File: src/rtl/srr_pkg.sv
`default_nettype none

package srr_pkg;

    localparam int WORD_W = 32;
    localparam int SPAN_W = WORD_W + 1;

    localparam int CFG_IDX_W = 3;
    localparam int CFG_DATA_W = WORD_W;
    localparam int NUM_CFG_REGS = 4;

    localparam logic [CFG_IDX_W-1:0] REG_SEED_FIRST = 3'd0;
    localparam logic [CFG_IDX_W-1:0] REG_SEED_SECOND = 3'd1;
    localparam logic [CFG_IDX_W-1:0] REG_SEED_THIRD = 3'd2;
    localparam logic [CFG_IDX_W-1:0] REG_SEED_COUNTER = 3'd3;

    localparam logic [WORD_W-1:0] SEED_FIRST_RESET = 32'd0;
    localparam logic [WORD_W-1:0] SEED_SECOND_RESET = 32'd12345;
    localparam logic [WORD_W-1:0] SEED_THIRD_RESET = 32'd0;
    localparam logic [WORD_W-1:0] SEED_COUNTER_RESET = 32'd1;

    localparam int DEFAULT_WARMUP_STEPS = 12;

    localparam int DIV_STEPS = WORD_W;
    localparam int DIV_CNT_W = $clog2(DIV_STEPS);

    localparam int SHIFT_FIRST = 9;
    localparam int SHIFT_SECOND = 3;
    localparam int ROT_THIRD = 21;

    typedef enum logic [2:0] {
        ST_IDLE,
        ST_SEED,
        ST_WARM,
        ST_STEP,
        ST_DIVIDE,
        ST_FINISH
    } state_t;

    typedef struct packed {
        logic load_in;
        logic load_seed;
        logic advance;
        logic capture;
        logic div_step;
        logic load_out;
    } cmd_t;

    typedef struct packed {
        logic inverted;
    } status_t;

    typedef struct packed {
        logic [WORD_W-1:0] first;
        logic [WORD_W-1:0] second;
        logic [WORD_W-1:0] third;
        logic [WORD_W-1:0] count;
    } gen_t;

    function automatic gen_t gen_advance(input gen_t cur);
        gen_t nxt;
        nxt.first = cur.second ^ (cur.second >> SHIFT_FIRST);
        nxt.second = cur.third + (cur.third << SHIFT_SECOND);
        nxt.third = ((cur.third << ROT_THIRD) | (cur.third >> (WORD_W - ROT_THIRD)))
                    + (cur.first + cur.second + cur.count);
        nxt.count = cur.count + 32'd1;
        return nxt;
    endfunction

endpackage

`default_nettype wire

File: src/rtl/sfc32_ranged_random_unit.sv
// Channel  | Signals                         | Contents
// ---------+---------------------------------+------------------------------------------
// request  | s_tvalid s_tready s_tdata[63:0] | range_low, range_high
// result   | m_tvalid m_tready m_tdata[63:0] | ranged_value, raw_word; m_tuser: range_error
// config   | wr_en wr_index wr_data[31:0]    | seed_first, seed_second, seed_third, seed_counter
//
// A seeded request runs one generator step, then a restoring remainder unit that
// retires one quotient bit per cycle. An inverted range skips the remainder unit.
// The first request after reset or after a seed write first loads the seeds and then
// runs WARMUP_STEPS warm-up steps of the generator.
// Reset loads the seed defaults and leaves the generator unseeded.
// A finished result waits in the output register; the next request is taken meanwhile.
`default_nettype none

module sfc32_ranged_random_unit #(
    parameter int WARMUP_STEPS = srr_pkg::DEFAULT_WARMUP_STEPS
) (
    input  wire logic                           clk,
    input  wire logic                           rst_n,
    input  wire logic                           s_tvalid,
    output logic                                s_tready,
    // Fields from bit 0: range_low[31:0], range_high[63:32].
    input  wire logic [2*srr_pkg::WORD_W-1:0]   s_tdata,
    output logic                                m_tvalid,
    input  wire logic                           m_tready,
    // Fields from bit 0: ranged_value[31:0], raw_word[63:32].
    output logic [2*srr_pkg::WORD_W-1:0]        m_tdata,
    // Fields from bit 0: range_error[0].
    output logic [0:0]                          m_tuser,
    input  wire logic                           wr_en,
    input  wire logic [srr_pkg::CFG_IDX_W-1:0]  wr_index,
    input  wire logic [srr_pkg::CFG_DATA_W-1:0] wr_data
);
    import srr_pkg::*;

    cmd_t    cmd;
    status_t status;
    logic    cfg_hit;

    assign cfg_hit = wr_en && (wr_index < CFG_IDX_W'(NUM_CFG_REGS));

    srr_ctrl #(
        .WARMUP_STEPS (WARMUP_STEPS)
    ) u_ctrl (
        .clk      (clk),
        .rst_n    (rst_n),
        .s_tvalid (s_tvalid),
        .s_tready (s_tready),
        .m_tvalid (m_tvalid),
        .m_tready (m_tready),
        .cfg_hit  (cfg_hit),
        .status   (status),
        .cmd      (cmd)
    );

    srr_datapath u_datapath (
        .clk      (clk),
        .rst_n    (rst_n),
        .wr_en    (wr_en),
        .wr_index (wr_index),
        .wr_data  (wr_data),
        .in_data  (s_tdata),
        .cmd      (cmd),
        .status   (status),
        .out_data (m_tdata),
        .out_err  (m_tuser[0])
    );

endmodule

`default_nettype wire

File: src/rtl/srr_datapath.sv
`default_nettype none

module srr_datapath (
    input  wire logic                           clk,
    input  wire logic                           rst_n,
    input  wire logic                           wr_en,
    input  wire logic [srr_pkg::CFG_IDX_W-1:0]  wr_index,
    input  wire logic [srr_pkg::CFG_DATA_W-1:0] wr_data,
    input  wire logic [2*srr_pkg::WORD_W-1:0]   in_data,
    input  wire srr_pkg::cmd_t                  cmd,
    output srr_pkg::status_t                    status,
    output logic [2*srr_pkg::WORD_W-1:0]        out_data,
    output logic                                out_err
);
    import srr_pkg::*;

    logic [WORD_W-1:0] seed_first_reg;
    logic [WORD_W-1:0] seed_second_reg;
    logic [WORD_W-1:0] seed_third_reg;
    logic [WORD_W-1:0] seed_counter_reg;

    gen_t              gen_reg;
    gen_t              gen_next;
    logic [WORD_W-1:0] word_next;

    logic [WORD_W-1:0] lo_reg;
    logic [WORD_W-1:0] hi_reg;
    logic [WORD_W-1:0] raw_reg;
    logic [WORD_W-1:0] dividend_reg;
    logic [SPAN_W-1:0] span_reg;
    logic [SPAN_W-1:0] rem_reg;
    logic [SPAN_W-1:0] rem_next;
    logic [SPAN_W:0]   trial;
    logic [WORD_W-1:0] mag;

    logic [WORD_W-1:0] value_out_reg;
    logic [WORD_W-1:0] raw_out_reg;
    logic              err_out_reg;

    always_ff @(posedge clk or negedge rst_n)
    begin
        if (!rst_n)
        begin
            seed_first_reg   <= SEED_FIRST_RESET;
            seed_second_reg  <= SEED_SECOND_RESET;
            seed_third_reg   <= SEED_THIRD_RESET;
            seed_counter_reg <= SEED_COUNTER_RESET;
        end
        else if (wr_en)
        begin
            unique case (wr_index)
                REG_SEED_FIRST:   seed_first_reg   <= wr_data;
                REG_SEED_SECOND:  seed_second_reg  <= wr_data;
                REG_SEED_THIRD:   seed_third_reg   <= wr_data;
                REG_SEED_COUNTER: seed_counter_reg <= wr_data;
                default:
                begin
                end
            endcase
        end
    end

    always_comb
    begin
        gen_next  = gen_advance(gen_reg);
        word_next = gen_reg.first + gen_reg.second + gen_reg.count;
        mag       = word_next[WORD_W-1] ? (~word_next + 32'd1) : word_next;
        trial     = {rem_reg, dividend_reg[WORD_W-1]};
        if (trial >= {1'b0, span_reg})
        begin
            rem_next = SPAN_W'(trial - {1'b0, span_reg});
        end
        else
        begin
            rem_next = trial[SPAN_W-1:0];
        end
    end

    assign status.inverted = $signed(hi_reg) < $signed(lo_reg);

    always_ff @(posedge clk or negedge rst_n)
    begin
        if (!rst_n)
        begin
            gen_reg <= '0;
        end
        else if (cmd.load_seed)
        begin
            gen_reg.first  <= seed_first_reg;
            gen_reg.second <= seed_second_reg;
            gen_reg.third  <= seed_third_reg;
            gen_reg.count  <= seed_counter_reg;
        end
        else if (cmd.advance)
        begin
            gen_reg <= gen_next;
        end
    end

    always_ff @(posedge clk)
    begin
        if (cmd.load_in)
        begin
            lo_reg <= in_data[WORD_W-1:0];
            hi_reg <= in_data[2*WORD_W-1:WORD_W];
        end
        if (cmd.capture)
        begin
            raw_reg      <= word_next;
            dividend_reg <= mag;
            span_reg     <= {1'b0, hi_reg - lo_reg} + 33'd1;
            rem_reg      <= '0;
        end
        else if (cmd.div_step)
        begin
            dividend_reg <= {dividend_reg[WORD_W-2:0], 1'b0};
            rem_reg      <= rem_next;
        end
        if (cmd.load_out)
        begin
            raw_out_reg   <= raw_reg;
            err_out_reg   <= status.inverted;
            value_out_reg <= status.inverted ? lo_reg : (lo_reg + rem_reg[WORD_W-1:0]);
        end
    end

    assign out_data = {raw_out_reg, value_out_reg};
    assign out_err  = err_out_reg;

endmodule

`default_nettype wire

File: src/rtl/srr_ctrl.sv
`default_nettype none

module srr_ctrl #(
    parameter int WARMUP_STEPS = srr_pkg::DEFAULT_WARMUP_STEPS
) (
    input  wire logic             clk,
    input  wire logic             rst_n,
    input  wire logic             s_tvalid,
    output logic                  s_tready,
    output logic                  m_tvalid,
    input  wire logic             m_tready,
    input  wire logic             cfg_hit,
    input  wire srr_pkg::status_t status,
    output srr_pkg::cmd_t         cmd
);
    import srr_pkg::*;

    localparam int WCNT_W = (WARMUP_STEPS > 1) ? $clog2(WARMUP_STEPS) : 1;

    state_t              state_reg;
    state_t              state_next;
    logic                seeded_reg;
    logic [WCNT_W-1:0]   wcnt_reg;
    logic [DIV_CNT_W-1:0] dcnt_reg;
    logic                out_valid_reg;
    logic                out_free;
    logic                in_xfer;
    logic                warm_last;
    logic                div_last;

    assign out_free  = !out_valid_reg || m_tready;
    assign in_xfer   = s_tvalid && s_tready;
    assign warm_last = wcnt_reg == WCNT_W'(WARMUP_STEPS - 1);
    assign div_last  = dcnt_reg == DIV_CNT_W'(DIV_STEPS - 1);

    always_comb
    begin
        state_next = state_reg;
        unique case (state_reg)
            ST_IDLE:
            begin
                if (s_tvalid)
                begin
                    state_next = seeded_reg ? ST_STEP : ST_SEED;
                end
            end
            ST_SEED:
            begin
                state_next = (WARMUP_STEPS > 0) ? ST_WARM : ST_STEP;
            end
            ST_WARM:
            begin
                if (warm_last)
                begin
                    state_next = ST_STEP;
                end
            end
            ST_STEP:
            begin
                state_next = status.inverted ? ST_FINISH : ST_DIVIDE;
            end
            ST_DIVIDE:
            begin
                if (div_last)
                begin
                    state_next = ST_FINISH;
                end
            end
            ST_FINISH:
            begin
                if (out_free)
                begin
                    state_next = ST_IDLE;
                end
            end
            default: state_next = ST_IDLE;
        endcase
    end

    always_comb
    begin
        cmd      = '0;
        s_tready = 1'b0;
        unique case (state_reg)
            ST_IDLE:
            begin
                s_tready    = 1'b1;
                cmd.load_in = s_tvalid;
            end
            ST_SEED:   cmd.load_seed = 1'b1;
            ST_WARM:   cmd.advance = 1'b1;
            ST_STEP:
            begin
                cmd.advance = 1'b1;
                cmd.capture = 1'b1;
            end
            ST_DIVIDE: cmd.div_step = 1'b1;
            ST_FINISH: cmd.load_out = out_free;
            default:
            begin
            end
        endcase
    end

    always_ff @(posedge clk or negedge rst_n)
    begin
        if (!rst_n)
        begin
            state_reg     <= ST_IDLE;
            seeded_reg    <= 1'b0;
            wcnt_reg      <= '0;
            dcnt_reg      <= '0;
            out_valid_reg <= 1'b0;
        end
        else
        begin
            state_reg <= state_next;
            if (cfg_hit)
            begin
                seeded_reg <= 1'b0;
            end
            else if (state_reg == ST_STEP)
            begin
                seeded_reg <= 1'b1;
            end
            if (state_reg == ST_WARM)
            begin
                wcnt_reg <= wcnt_reg + 1'b1;
            end
            else
            begin
                wcnt_reg <= '0;
            end
            if (state_reg == ST_DIVIDE)
            begin
                dcnt_reg <= dcnt_reg + 1'b1;
            end
            else
            begin
                dcnt_reg <= '0;
            end
            if (cmd.load_out)
            begin
                out_valid_reg <= 1'b1;
            end
            else if (m_tready)
            begin
                out_valid_reg <= 1'b0;
            end
        end
    end

    assign m_tvalid = out_valid_reg;

`ifndef ASSERT_OFF
    a_load_out_free: assert property (@(posedge clk) disable iff (!rst_n)
        cmd.load_out |-> (!m_tvalid || m_tready))
        else $error("result loaded over an untaken result");

    a_unseeded_reseeds: assert property (@(posedge clk) disable iff (!rst_n)
        (in_xfer && !seeded_reg) |=> (state_reg == ST_SEED))
        else $error("unseeded request did not load the seeds");

    a_divide_starts_clean: assert property (@(posedge clk) disable iff (!rst_n)
        (state_reg == ST_STEP && !status.inverted) |=>
        (state_reg == ST_DIVIDE && dcnt_reg == '0))
        else $error("division did not start from step zero");

    a_finish_presents: assert property (@(posedge clk) disable iff (!rst_n)
        (state_reg == ST_FINISH && out_free) |=> (m_tvalid && state_reg == ST_IDLE))
        else $error("finished result not presented");
`endif

endmodule

`default_nettype wire

File: config.mk
export PLATFORM = sky130hd
export DESIGN_NAME = sfc32_ranged_random_unit
export DESIGN_NICKNAME = d
export VERILOG_FILES = /design/src/rtl/srr_pkg.sv /design/src/rtl/sfc32_ranged_random_unit.sv /design/src/rtl/srr_datapath.sv /design/src/rtl/srr_ctrl.sv
export SDC_FILE = /design/constraint.sdc
export NUM_CORES = 1
export LEC_CHECK = 0
export BUFFER_PORTS_ARGS = -buffer_cell sky130_fd_sc_hd__buf_4
export CORE_MARGIN = 2
export CORE_UTILIZATION = 45
export CTS_CLUSTER_DIAMETER = 60
export DETAILED_ROUTE_END_ITERATION = 10
export PLACE_DENSITY = 0.7
export RECOVER_POWER = 50
export SETUP_SLACK_MARGIN = 0.5
export SLEW_MARGIN = 10
export SYNTH_ARGS = -nofsm -noshare
export SYNTH_HDL_FRONTEND = slang
export SYNTH_SLANG_ARGS = --single-unit
File: constraint.sdc
create_clock -name clk -period 5.7 [get_ports clk]
set_input_delay 0.285 -clock clk [delete_from_list [all_inputs] [get_ports clk]]
set_output_delay 0.285 -clock clk [all_outputs]
set_load 0.01 [all_outputs]
# --- After elaboration in Yosys (flattened, before gate mapping) ---
# Cells that the tools add are included.
word_totals:
  reg_bits: 529
op_classes:
  addsub: 12
  n_lt_le_gt_ge: 3
  eq_ne: 14
  mux: 27
  bitwise: 3
  reduce_logical: 15
ops:
  columns: ["op", "n"]
  rows:
  - ["$mux 128", 2]
  - ["$add 32x32->32", 5]
  - ["$mux 32", 4]
  - ["$add 32x1->32 const B", 2]
  - ["$ge 34x33->1", 1]
  - ["$add 32x1->33 const B", 1]
  - ["$mux 33", 1]
  - ["$sub 33x33->33", 1]
  - ["$lt 32x32->1", 1]
  - ["$not 32->32", 1]
  - ["$or 32x21->32", 1]
  - ["$sub 32x32->32", 1]
  - ["$xor 32x23->32", 1]
  - ["$pmux 3 s6", 1]
  - ["$eq 3x2->1 const B", 4]
  - ["$mux 1", 12]
  - ["$mux 3", 4]
  - ["$reduce_and 2->1", 4]
  - ["$reduce_bool 2->1", 4]
  - ["$eq 3x1->1 const B", 2]
  - ["$eq 3x3->1 const B", 2]
  - ["$logic_not 3->1", 2]
  - ["$ne 2x1->1 const B", 3]
  - ["$add 5x1->5 const B", 1]
  - ["13 further kinds", 13]

# --- Logic depth before layout (Yosys ltp) ---
# Gate-level depths: netlist of run 1.
logic_depth:
  word_depth: 6
  ltp_mapped: 25
  mapped_depth_nobuf: 25

# --- By module ---
# From an unflattened synthesis of run 1, not the netlist that was laid out.
hier_totals:
  cells_unflattened: 3194
  area_unflattened_um2: 32047.0
modules_own_cells:
  columns: ["module", "instances", "cells_per_inst", "area_per_inst_um2", "seq_area_each_um2"]
  rows:
  - ["srr_datapath", 1, 3126, 31336.3, 13862.0]
  - ["srr_ctrl", 1, 67, 696.9, 350.3]
  - ["sfc32_ranged_random_unit", 1, 1, 13.8, 0.0]

# --- Least setup slack after synthesis of run 1 ---
# OpenSTA, ideal clock, no wires.
synth_timing:
  path_kind: "reg2reg"
  startpoint: "register u_ctrl.state_reg[0]"
  endpoint: "register u_datapath.err_out_reg (netlist: u_datapath.out_err), enable pin"
  arrival_ps: 5593
  path_slack_ps: -460
  path_stages_with_launch: 6
  path_buffers: 3
  period_less_slack_ps: 6160
  cell_sequence: "dfrtp_1 clkbuf_1 nand2_1 clkbuf_1 clkbuf_1 nor3_1"
synth_lines:
  columns: ["element", "line", "rtl"]
  rows:
  - ["start: declaration", "srr_ctrl.sv:20", "state_t state_reg;"]
  - ["start signal: assignment", "srr_ctrl.sv:117", "state_reg <= state_next;"]
  - ["end signal: assignment", "srr_datapath.sv:122", "err_out_reg <= status.inverted;"]
  - ["end: declaration", "srr_datapath.sv:38", "logic err_out_reg;"]

# --- Worst setup path in the final report of run 1 ---
layout_timing:
  startpoint: "register u_datapath.gen_reg[1] (netlist name)"
  endpoint: "register u_datapath.gen_reg[59] (netlist name)"
layout_between:
  elab_chain_cells: 4
layout_lines:
  columns: ["element", "line", "rtl"]
  rows:
  - ["start: declaration", "srr_datapath.sv:22", "gen_t gen_reg;"]
  - ["start signal: assignment", "srr_datapath.sv:96", "gen_reg <= gen_next;"]
  - ["$add 32x32->32", null, null]
  - ["named net u_datapath.word_next[20]", "srr_datapath.sv:24", "logic [WORD_W-1:0] word_next;"]
  - ["$add 32x32->32", "srr_pkg.sv:65", "+ (cur.first + cur.second + cur.count);"]
  - ["$mux 128", "srr_datapath.sv:94", "else if (cmd.advance)"]
  - ["$mux 128", "srr_datapath.sv:87", "else if (cmd.load_seed)"]
# The timed path passes the listed nets, and every way through them passes these cells. The select of a mux whose other input is x is not followed.
# A chain may end at the register's enable or synchronous reset.

==> summary.txt, run 1 <==
Worst setup path
  – CP arrival: 5610 ps
  – Worst Setup End Kind: register
  – Crit Path Max Fanout: 4
  – Startpoint Class: register
  – Worst Path Required: 6210 ps
  – CP Class: reg -> reg

Clocking
  – CTS tree: built
  – Clock Tree Buf Depth: 3
  – Worst-Skew Late Latency: roughly 660 ps
  – TritonCTS Buffers: a little over 60
  – CTS root buffer: clkbuf_16
  – Clock transition at path regs: 60 ps
  – CTS Sinks: ~530
  – H-tree levels: 2

Layout
  – Layout cells sized above 1: 13.9%
  – Area Overhead vs Synth: 17.8%
  – Ant diodes: 0
  – Filler cells: 6372
  – Max FFs per register: between 100 and 150
  – Area taken by multi-input logic gates: between 15000 and 20000 µm²
  – Sequential Area: 14200 µm²
  – Final #Nets: 3853

Synth
  – Yosys warning count: 0
  – Number of synthesized flops with an enable pin: 226
  – Post-synth ARST share: 51.0%
  – Cell variety after synth: 81
  – Post-synthesis sequential area ratio: 44.0%
  – Ys flop type: dfrtp_1
  – Synth top area share: 21.0%
  – Synthesized area per cell: approximately 10 µm²
  – #FFs+latches synth: 529
  – Top post-synthesis cells by area: edfxtp_1 (21%), dfrtp_1 (20%), ha_1 (7.6%)
  – Post-Syn Nets: 3562
  – Cells after Synth: ~3200
  – Mapped Area: approximately 32000 µm²
  – Synth area leader: edfxtp_1

Floorplan
  – Full die area: between 70000 and 80000 µm²
  – Core area: 71200 µm²
  – Die height: 272 µm
  – Die X: ~270 µm
  – Initial Utilization: a little under half
  – Row cnt: 98
  – IO Count: 171

Drt
  – DR vias: approximately 26000
  – Detailed Route Iter0 Violations: around 2300
  – Via density: 5.84
  – Final WL: a little under 100000 µm
  – Drt drc: 0
  – ANT nets after route: 0
  – 1st-pass router iterations: 6
  – Routed len/inst: 21.7 µm

Timing
  – RSZ-0062 raised after global routing: yes
  – Least-Margin Pin Slew: approximately 4300 ps
  – Hold Vio Cnt, Final: 0
  – WHS: 55.7 ps
  – Setup violators final: 0
  – FMAX: 196 MHz
  – Setup TNS: 0 ps
  – Fin. max-slew vios: 295
  – Relative slew slack: -187%
  – Clock Skew: 40.6 ps
  – Tmin final: 5100 ps
  – Period utilization: between 80% and 90%

Global route
  – Global route overflow: 0
  – Vias in the first global route: around 26000
  – GRT Resource Usage Total: 26.2%
  – Largest net degree at the start of global routing: 91
  – Initial antenna violation count: 0
  – First-pass GRT wire length: approximately 150000 µm

Placement
  – DP HPWL: slightly above 70000 µm
  – GPL Wtd Cong: 0.938
  – Port bufs: 170

Run
  – Number of max-cap violations: 7

Run status
  – Failing checks: max-capacitance violations, max-slew violations
  – Status: finished with violations

Min path
  – Hold WC Path Type: in -> reg
## layout make-up
| type | instances | share of cell area [%] |
|---|---|---|
| multi-input cells | 2418 | 45.6 |
| flip-flops and latches | 529 | 37.4 |
| repair buffers | 354 | 6.84 |
| clock buffers | 77 | 4.35 |
| well taps | 950 | 3.12 |
| inverters | 153 | 1.51 |
| clock inverters | 38 | 1.15 |
## synthesized netlist by cell type (all sizes together), types with 76 or more instances
master	instances
a21oi	275
o21ai	267
nand2	265
dfrtp	263
edfxtp	226
ha	195
nor2	181
xnor2	155
inv	150
mux2	130
clkbuf	107
a21o	88
nand3	82
xor2	76
## routing by layer
layer | vias up | track usage [%] | part of all wire (%)
met5 | - | 0 | 0
met1 | 12800 | 35.2 | 43
li1 | 12500 | - | -
met3 | 185 | 4.77 | 7.2
met2 | 945 | 42.3 | 46
met4 | 0 | 9.38 | 3.7
## cells in the final DEF, fill, tap and decap left out, types with 88 or more instances in the layout
master,count
a21oi_1,271
nand2_1,264
o21ai_0,258
dfrtp_1,258
edfxtp_1,226
ha_1,190
nor2_1,176
xnor2_1,152
inv_1,148
mux2_2,130
buf_4,116
dlygate4sd3_1,98
clkbuf_1,92
a21o_1,88
## cells by family (layout without fill, tap and decap cells)
group	after synthesis	after routing	synth area share (%)
AOI/OAI and AO/OA	1011	1011	19.6
and+or+nand+nor	786	786	11.6
DFF	529	529	44.0
buffers and inverters	279	622	3.25
adders and majority gates	232	232	9.85
xor gates and xnor gates	231	231	6.29
muxes	158	158	5.40
## worst max-delay path: stages (launching register included)
cell and delay, ps:
dfrtp_1 350, inv_1 80, fa_2 560, inv_1 40, ha_1 220, a211o_1 320, a21o_1 190, a2111o_1 460
and4b_4 230, o311a_1 350, o311a_4 340, ha_4 260, a2111oi_4 320, nand3_1 130, nor3_2 170, buf_4 140
nor4_2 50, o32ai_2 270, buf_4 170, buf_4 100, xor2_1 140, a21oi_1 80
## per-stage QoR
step                      instances  cell area, µm²  util, %  worst slack [ps]
after floorplan                3226           32300        -               595
after global routing           4519           38000     53.4               251
after detailed placement       4290           34900     49.0               173
after global placement         4290           34900     49.0               204
final                          4519           38000     53.4               602
after CTS                      4505           38100     53.4               514
## final timing paths
path / startpoint / endpoint / slack [ps] / depth (start not counted)
max: u_datapath.gen_reg[1]$_DFFE_PN0P_ / u_datapath.gen_reg[59]$_DFFE_PN0P_ / 600 / 21
min reg2reg: u_datapath.raw_reg[15]$_DFFE_PP_ / u_datapath.raw_out_reg[15]$_DFFE_PP_ / 420 / 0
max in group asynchronous: rst_n / u_ctrl.state_reg[1]$_DFFE_PN0P_ / 1170 / 3
max reg2reg: u_datapath.gen_reg[1]$_DFFE_PN0P_ / u_datapath.gen_reg[59]$_DFFE_PN0P_ / 600 / 21
min: s_tvalid / u_ctrl.state_reg[1]$_DFFE_PN0P_ / 60 / 3
min in group asynchronous: rst_n / u_datapath.seed_first_reg[9]$_DFFE_PN0P_ / 1710 / 2
## timing repair
| action | in CTS | in global routing |
|---|---|---|
| setup buffers | 2 | 14 |
| gates cloned | 0 | 0 |
| endpoints found under the setup margin | 9 | 12 |
| resized for setup | 13 | 39 |
| endpoints found under the hold margin | 263 | 0 |
| pin swaps | 5 | 27 |
| hold buffers | 98 | 0 |
Power of run 1 is not shown: default switching activity piles up to over one toggle a cycle in this logic, so the estimate is an artifact.
==> run 2: changes to the inputs <==
- CORE_UTILIZATION: 45 -> 55
- PLACE_DENSITY: 0.7 -> 0.82
==> run 2 against run 1 <==
- the flow still finishes with violations (max-capacitance violations, max-slew violations)
- wire length up 1.8%
- global-route usage up 6.3 points
- first-iteration DRC count up 15%
- worst hold slack better by 15 ps
- worst setup slack worse by 240 ps
==> summary.txt, run 2 (synthesized netlist as in run 1, its figures left out) <==
Worst setup path
  – Worst Path Required: 6190 ps
  – Startpoint Class: register
  – Crit Path Max Fanout: 43
  – CP Class: reg -> reg
  – CP arrival: 5820 ps
  – Worst Setup End Kind: register

Placement
  – GPL Wtd Cong: 0.968
  – Port bufs: 170
  – DP HPWL: 71400 µm
  – Post-DP Area: 34700 µm²

Global route
  – Global route overflow: 0
  – Vias in the first global route: approximately 26000
  – First-pass GRT wire length: 152000 µm
  – Largest net degree at the start of global routing: 142
  – GRT Resource Usage Total: 32.5%
  – Initial antenna violation count: 1

Layout
  – Area Overhead vs Synth: 17.0%
  – Most frequent cells in the layout: a21oi_1 (267), nand2_1 (263), dfrtp_1 (259), o21ai_0 (258), edfxtp_1 (226)
  – Commonest non-fill, non-tap cell in the layout: a21oi_1
  – Post-route cell area: around 38000 µm²
  – Max FFs per register: 128
  – Ant diodes: 0
  – Layout cells sized above 1: 14.3%
  – Final #Nets: 3860

Min path
  – Hold WC Path Type: in -> reg

Timing
  – Setup violators final: 0
  – Clock Skew: 37.5 ps
  – Tmin final: 5340 ps
  – Hold Vio Cnt, Final: 0
  – RSZ-0062 raised after global routing: yes
  – Relative slew slack: -182%
  – Fin. max-slew vios: 289
  – Setup TNS: 0 ps
  – Least-Margin Pin Slew: 4230 ps
  – Period utilization: a little over nine tenths
  – FMAX: 187 MHz

Drt
  – DR top layer: met5
  – Via density: 6.30
  – 1st-pass router iterations: 6
  – Met2 wire len: 47400 µm
  – ANT nets after route: 0
  – DR vias: about 27000
  – Routed len/inst: 23.0 µm
  – Drt drc: 0
  – Final WL: 99800 µm
  – Met1 wire length: 39900 µm
  – Detailed Route Iter0 Violations: 2617
  – Metal3 WL: 8350 µm

Clocking
  – Clock transition at path regs: 60 ps
  – Clock Tree Buf Depth: 3
  – CTS tree: built
  – TritonCTS Buffers: 56
  – H-tree levels: 2
  – Worst-Skew Late Latency: 640 ps
  – CTS root buffer: clkbuf_16
  – CTS Sinks: 529

Run status
  – Status: finished with violations
  – Failing checks: max-capacitance violations, max-slew violations

Floorplan
  – Die height: 246 µm
  – Full die area: around 61000 µm²
  – Initial Utilization: 55.8%
  – Core area: 57900 µm²
  – Row cnt: 88
  – IO Count: roughly 170
  – Die X: 246 µm

Run
  – Number of max-cap violations: 7
run 2: cell count changes in the layout (fill, tap and decap cells not counted), sizes merged:
cell	delta
clkinv	-5
inv	-2
clkbuf	-2
clkinvlp	-2
buf	+13
run 2: cell type report:
class | count | area [µm²]
Timing Repair Buffer | 366 | 2740
Fill cell | 4597 | 20100
Sequential cell | 529 | 14200
Tap cell | 765 | 957
Clock inverter | 29 | 337
Multi-Input combinational cell | 2418 | 17400
Inverter | 153 | 574
Clock buffer | 76 | 1590
run 2: repair_timing:
item	in CTS	in global routing
hold buffers	98	0
resized for setup	24	45
pin swaps	17	36
endpoints found under the hold margin	267	0
setup buffers	5	15
endpoints found under the setup margin	10	11
run 2: path summary, 6_finish.rpt:
| check | to | slack (ps) | cells after the start | startpoint |
|---|---|---|---|---|
| max | u_datapath.gen_reg[9]$_DFFE_PN0P_ | 360 | 7 | u_ctrl.state_reg[1]$_DFFE_PN0P_ |
| min | u_ctrl.state_reg[1]$_DFFE_PN0P_ | 70 | 3 | s_tvalid |
| max reg2reg | u_datapath.gen_reg[9]$_DFFE_PN0P_ | 360 | 7 | u_ctrl.state_reg[1]$_DFFE_PN0P_ |
| min reg2reg | u_datapath.raw_out_reg[15]$_DFFE_PP_ | 420 | 0 | u_datapath.raw_reg[15]$_DFFE_PP_ |
| max in group asynchronous | u_datapath.gen_reg[3]$_DFFE_PN0P_ | 1330 | 2 | rst_n |
| min in group asynchronous | u_datapath.seed_first_reg[4]$_DFFE_PN0P_ | 1690 | 2 | rst_n |
run 2: worst max-delay path, cell delays in order (launching register included):
cell and delay, ps:
dfrtp_1 1210, clkbuf_1 1810, nor2_1 820, nand2_1 340
buf_4 360, nand2_1 230, o32ai_1 280, a21oi_1 110
run 2: metrics by stage:
| stage | util [%] | worst slack, ps | instances | hold slack [ps] |
|---|---|---|---|---|
| finish | 65.3 | 363 | 4336 | 70.6 |
| global route | 65.3 | 268 | 4336 | 82.2 |
| CTS | 65.3 | 509 | 4321 | 48.6 |
| detailed placement | 60.0 | 120 | 4113 | 301 |
| global placement | 60.0 | 206 | 4113 | 297 |
| floorplan | - | 595 | 3226 | -10.6 |
run 2: layer usage:
metal	up-vias	track usage, %
li1	12500	-
met1	13200	42.8
met2	1349	54.2
met3	263	5.25
met4	2	11.9
met5	-	0
Power of run 2 is left out for the same reason.
